--- src/sv/twdt_pkg.sv ---
`timescale 1ns / 1ps
`default_nettype none

package twdt_pkg;

  localparam int ADDR_W          = 48;
  localparam int TIME_W          = 32;
  localparam int SLOT_W          = 8;
  localparam int DEFAULT_ENTRIES = 256;

  localparam logic [TIME_W-1:0] WINDOW_RESET = 32'd30000;

  typedef enum logic [1:0] {
    OUTCOME_SUPPRESSED = 2'd0,
    OUTCOME_REFRESHED  = 2'd1,
    OUTCOME_INSERTED   = 2'd2,
    OUTCOME_REPLACED   = 2'd3
  } outcome_t;

  typedef struct packed {
    logic load;
    logic scan;
    logic commit;
  } ctrl_cmd_t;

  typedef struct packed {
    logic scan_done;
  } ctrl_status_t;

endpackage

`default_nettype wire

--- src/sv/twdt_ctrl.sv ---
`timescale 1ns / 1ps
`default_nettype none

module twdt_ctrl (
  input  wire                     clk,
  input  wire                     rst,
  input  wire                     start,
  output logic                    busy,
  input  twdt_pkg::ctrl_status_t  status,
  output twdt_pkg::ctrl_cmd_t     cmd
);
  import twdt_pkg::*;

  typedef enum logic [2:0] {
    ST_IDLE   = 3'b001,
    ST_SCAN   = 3'b010,
    ST_COMMIT = 3'b100
  } state_t;

  state_t state;
  state_t state_next;

  always_ff @(posedge clk) begin
    if (rst) begin
      state <= ST_IDLE;
    end else begin
      state <= state_next;
    end
  end

  always_comb begin
    state_next = state;
    cmd        = '0;
    case (state)
      ST_IDLE: begin
        if (start) begin
          cmd.load   = 1'b1;
          state_next = ST_SCAN;
        end
      end
      ST_SCAN: begin
        cmd.scan = 1'b1;
        if (status.scan_done) begin
          state_next = ST_COMMIT;
        end
      end
      ST_COMMIT: begin
        cmd.commit = 1'b1;
        state_next = ST_IDLE;
      end
      default: begin
        state_next = ST_IDLE;
      end
    endcase
  end

  assign busy = (state != ST_IDLE);

endmodule

`default_nettype wire

--- config.mk ---
export PLATFORM = sky130hd
export DESIGN_NAME = twdt_ctrl
export DESIGN_NICKNAME = d
export VERILOG_FILES = /design/src/sv/twdt_pkg.sv /design/src/sv/twdt_ctrl.sv
export SDC_FILE = /design/constraint.sdc
export NUM_CORES = 1
export LEC_CHECK = 0
export BUFFER_PORTS_ARGS = -buffer_cell sky130_fd_sc_hd__buf_2
export CAP_MARGIN = 20
export CORE_AREA = 2 2 39 41
export CTS_CLUSTER_SIZE = 12
export DETAILED_ROUTE_END_ITERATION = 16
export DIE_AREA = 0 0 41 43
export PLACE_DENSITY_LB_ADDON = 0.2
export RECOVER_POWER = 50
export SYNTH_ARGS = -nofsm -noshare
export SYNTH_HDL_FRONTEND = slang
export SYNTH_SLANG_ARGS = --single-unit
--- constraint.sdc ---
create_clock -name clk -period 2.44 [get_ports clk]
set_input_delay 0.122 -clock clk [delete_from_list [all_inputs] [get_ports clk]]
set_output_delay 0.122 -clock clk [all_outputs]
set_load 0.005 [all_outputs]
==> results of run 1 <==
==> synth_stat cells <==
master	count	share of area
nor3b_1	2	0.11
nor2_1	1	0.027
o21ai_0	1	0.035
inv_1	1	0.027
o21a_1	1	0.053
or3b_1	1	0.062
and3_1	1	0.044
and3b_2	1	0.071
and2b_2	1	0.062
nor2_2	1	0.044
nor2b_1	1	0.044
dfxtp_1	3	0.42
==> power by group <==
part | internal, mW | switching (mW)
Sequential | 0.0519 | 0.00239
Clock | 0.0612 | 0.0250
Combinational | 0.00978 | 0.00697
Total | 0.123 | 0.0343
==> layout make-up <==
class / instances / area (µm²) / area share
Multi-Input combinational cell: 11 / 77.57 / 0.3483
Sequential cell: 3 / 60.06 / 0.2697
Timing Repair Buffer: 7 / 35.03 / 0.1573
Clock buffer: 4 / 26.28 / 0.1180
Tap cell: 16 / 20.02 / 0.08989
Inverter: 1 / 3.754 / 0.01685
==> layer usage <==
metal / GRT usage / vias up / routed length (µm)
met5: 0 / - / 0
met2: 0.03750 / 8 / 110
li1: - / 73 / -
met4: 0.06000 / 0 / 8
met3: 0.06283 / 2 / 58
met1: 0.04839 / 56 / 153
==> cells by family (layout without fill, tap and decap cells) <==
kind of cell,Yosys count,after routing,share of synthesized area
flip-flops,3,3,0.4248
AO/OA/AOI/OAI,2,2,0.08848
AND/OR/NAND/NOR,9,9,0.4602
buffers and inverters,1,12,0.02652
==> worst max-delay path, cell delays in order, from the launching register on <==
cell and delay (ns):
dfxtp_1 0.36, or3b_1 0.39, nor2_2 0.08, buf_2 0.11
==> path summary, 6_finish.rpt <==
check        startpoint        to  slack [ns]  cells past startpoint
max            state[0]    cmd[2]        1.15                      3
max reg2reg    state[0]  state[2]        1.57                      2
min                 rst  state[0]        0.12                      3
min reg2reg    state[2]  state[0]        0.53                      2
==> stage by stage <==
stage | area [µm²] | utilization
after global routing | 222.7 | 0.1609
after floorplan | 141.4 | -
after CTS | 222.7 | 0.1609
final | 222.7 | 0.1609
after global placement | 196.4 | 0.1420
after detailed placement | 196.4 | 0.1420
==> metrics.md, run 1 <==
| Metric | Value |
|---|---|
| Status | `finished clean` |
| YS warnings | `0` |
| Post-CTS sizing | `0` |
| Leak pwr | `around 0.11 nW` |
| TritonRoute pass-1 iters | `2` |
| Initial antenna violation count | `0` |
| Fin nets | `31` |
| Mapped cell area | `around 140 µm²` |
| CP endpoint kind | `primary output` |
| Critical setup path kind | `flip-flop to primary output` |
| Power Dens Cells | `706.2 nW/µm²` |
| TNS Setup | `0 ns` |
| CTS Buf Count | `3` |
| DR iter-0 viols | `3` |
| Worst hold path type | `primary input to flip-flop` |
| Vias per cell | `between 3 and 4` |
| Die X | `about 41 µm` |
| IO Port Bufs | `7` |
| Yosys reg bits | `3` |
| Initial core utilization | `0.1022` |
| Final antenna-violating net count | `0` |
| CTS tree | `yes` |
| Clock Skew | `0.001401 ns` |
| Routability cong. | `0.4988` |
| Mapped Nets | `19` |
| Avg Cell Area, Syn | `between 9 and 10 µm²` |
| Die Area | `about 1800 µm²` |
| Non-Filler Instances | `42` |
| Residual DRC | `0` |
| Global-route wire length before repair | `~460 µm` |
| Most frequent cells in the layout | `buf_2 (7), clkbuf_4 (3), dfxtp_1 (3)` |
| Required @ worst endpoint | `2.32 ns` |
| Place WS | `1.377 ns` |
| IO Pins | `8` |
| Largest net degree at the start of global routing | `6` |
| Critical path arrival | `about 1.2 ns` |
| Distinct cells, synth | `12` |
| Critical path peak fanout | `5` |
| Clk root buf | `clkbuf_4` |
| Hold Violations, Final | `0` |
| Unrepaired setup endpoints after global routing | `false` |
| Rows | `14` |
| Clock latency on the worst-skew pair | `~0.23 ns` |
| Period utilization | `0.5306` |
| Fin crit period | `roughly 1.3 ns` |
| Top reg by flops | `state` |
| Number of global-route vias before repair | `~120` |
| Max-slew violations | `0` |
| Via count | `around 140` |
| Area of the core | `1384 µm²` |
| Deepest clock path buffer count | `2` |
| DR WL/cell | `just under 8 µm` |
| H-tree depth | `1` |
| Number of max-cap violations | `0` |
| # clock sinks | `3` |
| Rel. slew slack | `0.8787` |
| Hold WS | `between 0.1 and 0.15 ns` |
| Fillers | `160` |
| Commonest non-fill, non-tap cell in the layout | `buf_2` |
| Final WL | `330 µm` |
| Grt total ovfl | `0` |
| Clock transition at path regs | `around 0.040 ns` |
| Hold_buf cts | `0` |
| CP Launch Type | `flip-flop` |
| Die Y | `approximately 43 µm` |
| N_diodes | `0` |
| Slew @ Worst Pin | `~0.18 ns` |
| Post-synthesis sequential area ratio | `0.4248` |
| Post-Syn Instances | `15` |
| Fmax | `approximately 0.77 GHz` |
| Setup violations, final | `0` |
| Top Registers | `state (3)` |
| Design Power | `roughly 160 µW` |
| Postcts setup bufs | `0` |
| Area grow syn2layout | `57.52%` |
| Maximum VDD drop | `between 0.1 and 0.15 mV` |
| Layout cells sized above 1 | `0.5000` |
| Final setup margin | `1.145 ns` |
| Inst Count DP | `38` |
| Max FFs per register | `3` |
| Total GRT Usage | `0.04824` |
| Final HPWL DP | `between 200 and 300 µm` |
No activity file was read; power rests on OpenSTA's default activity.
==> run 2, diff against run 1 <==
--- a/config.mk
+++ b/config.mk
@@ -5,6 +5,7 @@
 export SDC_FILE = /design/constraint.sdc
 export NUM_CORES = 1
 export LEC_CHECK = 0
+export ABC_AREA = 1
 export BUFFER_PORTS_ARGS = -buffer_cell sky130_fd_sc_hd__buf_2
 export CAP_MARGIN = 20
 export CORE_AREA = 2 2 39 41
==> constraint.sdc (replaced) <==
create_clock -name clk -period 1.1 [get_ports clk]
set_input_delay 0.055 -clock clk [delete_from_list [all_inputs] [get_ports clk]]
set_output_delay 0.055 -clock clk [all_outputs]
set_load 0.005 [all_outputs]
==> metrics.md, run 2 <==
| Metric | Value |
|---|---|
| Status | `finished clean` |
| Most common cell in the netlist | `inv_1` |
| Max-slew violations | `0` |
| Top Registers | `state (3)` |
| Dominant cell type by area after synthesis | `dfxtp_1` |
| Required @ worst endpoint | `1.04 ns` |
| Setup violations, final | `0` |
| Top reg by flops | `state` |
| Hold_buf cts | `0` |
| Rows | `14` |
| Final WL | `approximately 320 µm` |
| Share of flip-flops with an asynchronous set or reset | `0` |
| CTS Buf Count | `3` |
| Fin crit period | `roughly 1.0 ns` |
| # clock sinks | `3` |
| Comb pwr share | `0.168` |
| Clock transition at path regs | `0.04 ns` |
| Post-Syn Instances | `22` |
| Fmax | `about 0.99 GHz` |
| Mapped cell area | `~160 µm²` |
| Area grow syn2layout | `51.59%` |
| Initial antenna violation count | `0` |
| Max FFs per register | `3` |
| Worst hold path type | `primary input to flip-flop` |
| Yosys top cell area share | `0.3810` |
| Avg Cell Area, Syn | `7.166 µm²` |
| Sequential Power Share | `0.327` |
| R2R setup slack | `0.25 ns` |
| TNS Setup | `0 ns` |
| Rel. slew slack | `0.8968` |
| Top FF cell, synth | `dfxtp_1` |
| Die Y | `43 µm` |
| Area of the core | `around 1400 µm²` |
| Post-synthesis sequential area ratio | `0.3810` |
| Critical path peak fanout | `3` |
| Period utilization | `0.9170` |
| Post-synth EDFFs | `0` |
| Distinct cells, synth | `12` |
| Clock Skew | `between 0.005 and 0.006 ns` |
| DR iter-0 viols | `5` |
| Post-CTS sizing | `0` |
| Hold Violations, Final | `0` |
| Design Power | `approximately 380 µW` |
| Leading post-synthesis cells by cell area | `dfxtp_1 (38%), nand3_1 (9.5%), inv_1 (9.5%), inv_2 (7.1%), nor2_4 (7.1%)` |
| Final HPWL DP | `~260 µm` |
| Leak pwr | `0.1309 nW` |
| Routability cong. | `~0.65` |
| H-tree depth | `1` |
| Core Util, Final | `0.1727` |
| Initial core utilization | `0.1139` |
| Fin nets | `38` |
| Mapped Nets | `26` |
| N_diodes | `0` |
| Non-Filler Instances | `between 40 and 50` |
| Die Area | `about 1800 µm²` |
| Critical setup path kind | `flip-flop to primary output` |
| Critical path arrival | `around 0.95 ns` |
| Clock latency on the worst-skew pair | `about 0.23 ns` |
| IO Pins | `8` |
| Maximum VDD drop | `between 0.9 and 1 mV` |
| YS warnings | `0` |
| Postcts setup bufs | `0` |
| Largest net degree at the start of global routing | `5` |
| Unrepaired setup endpoints after global routing | `false` |
| CP Launch Type | `flip-flop` |
| DR WL/cell | `6.612 µm` |
| Number of max-cap violations | `0` |
| Number of global-route vias before repair | `approximately 120` |
| Final antenna-violating net count | `0` |
| Clk root buf | `clkbuf_4` |
| TritonRoute pass-1 iters | `4` |
| Inst Count DP | `45` |
| Die X | `just over 40 µm` |
| Synth top cells by count | `inv_1 (4), dfxtp_1 (3), inv_2 (3), nand3_1 (3), a21oi_1 (2)` |
| IO Port Bufs | `7` |
| Internal | `~280 µW` |
| Residual DRC | `0` |
| Most frequent cells in the layout | `buf_2 (7), inv_1 (4)` |
| Deepest clock path buffer count | `2` |
| Global-route wire length before repair | `around 460 µm` |
| Commonest non-fill, non-tap cell in the layout | `buf_2` |
| Grt total ovfl | `0` |
| CTS tree | `yes` |
| Vias per cell | `between 3 and 4` |
| Net Switching | `97.26 µW` |
| Yosys reg bits | `3` |
| Power Dens Cells | `~1600 nW/µm²` |
| Via count | `around 160` |
| Slew @ Worst Pin | `about 0.15 ns` |
| Layout cells sized above 1 | `0.4848` |
| CP endpoint kind | `primary output` |
| Clock power share | `0.505` |
| Total GRT Usage | `0.04016` |
| Switching portion of total power | `0.2577` |
run 2: cell types whose count changed in the layout (fill, tap and decap cells not counted), moves of 2 or more:
cell,previous run,this run
a21oi_1,0,2
inv_2,0,3
nor3b_1,2,0
inv_1,1,4
nand3_1,0,3
run 2: cells by family after synthesis:
kind of cell,after synthesis,share of synthesized area
buf+inv,7,0.1666
compound gates,2,0.06349
simple gates,10,0.3888
flops,3,0.3810
run 2: path summary, 6_finish.rpt:
kind / end / startpoint / depth (start not counted)
min reg2reg: state[1] / state[1] / 2
min: state[1] / rst / 2
max: cmd[2] / state[0] / 5
max reg2reg: state[0] / state[0] / 5
run 2: per-stage QoR:
stage / area [µm²] / setup WS, ns / hold WS [ns]
floorplan: 157.7 / 0.2880 / 0.1241
global placement: 212.7 / 0.2285 / 0.2538
detailed placement: 212.7 / 0.2429 / 0.2493
CTS: 239.0 / 0.07534 / 0.01130
global route: 239.0 / 0.04034 / 0.02722
finish: 239.0 / 0.09132 / 0.007163
run 2: final cells by class:
class | instances | area, µm²
Tap cell | 16 | 20.02
Fill cell | 158 | 1145
Sequential cell | 3 | 60.06
Timing Repair Buffer | 7 | 35.03
Multi-Input combinational cell | 12 | 71.32
Clock buffer | 4 | 26.28
Inverter | 7 | 26.28
run 2: worst max-delay path: stages (launching register included):
cell and delay, ns:
dfxtp_1 0.33, inv_2 0.06, nor2_4 0.10, nand3_2 0.08, inv_1 0.05, buf_2 0.10
run 2: routing by layer:
layer  vias up  wire, µm  global-route usage
li1         92         -                   -
met1        60       182             0.07395
met2        11        86             0.02500
met3         0        54             0.04712
met4         0         0                   0
met5         -         0                   0
run 2: power by group through the flow:
stage	Clock (mW)	Sequential (mW)	Combinational, mW
floorplan	0	0.124	0.0402
global placement	0	0.126	0.0656
detailed placement	0	0.125	0.0644
CTS	0.196	0.123	0.0647
global route	0.204	0.124	0.0709
finish	0.191	0.124	0.0633
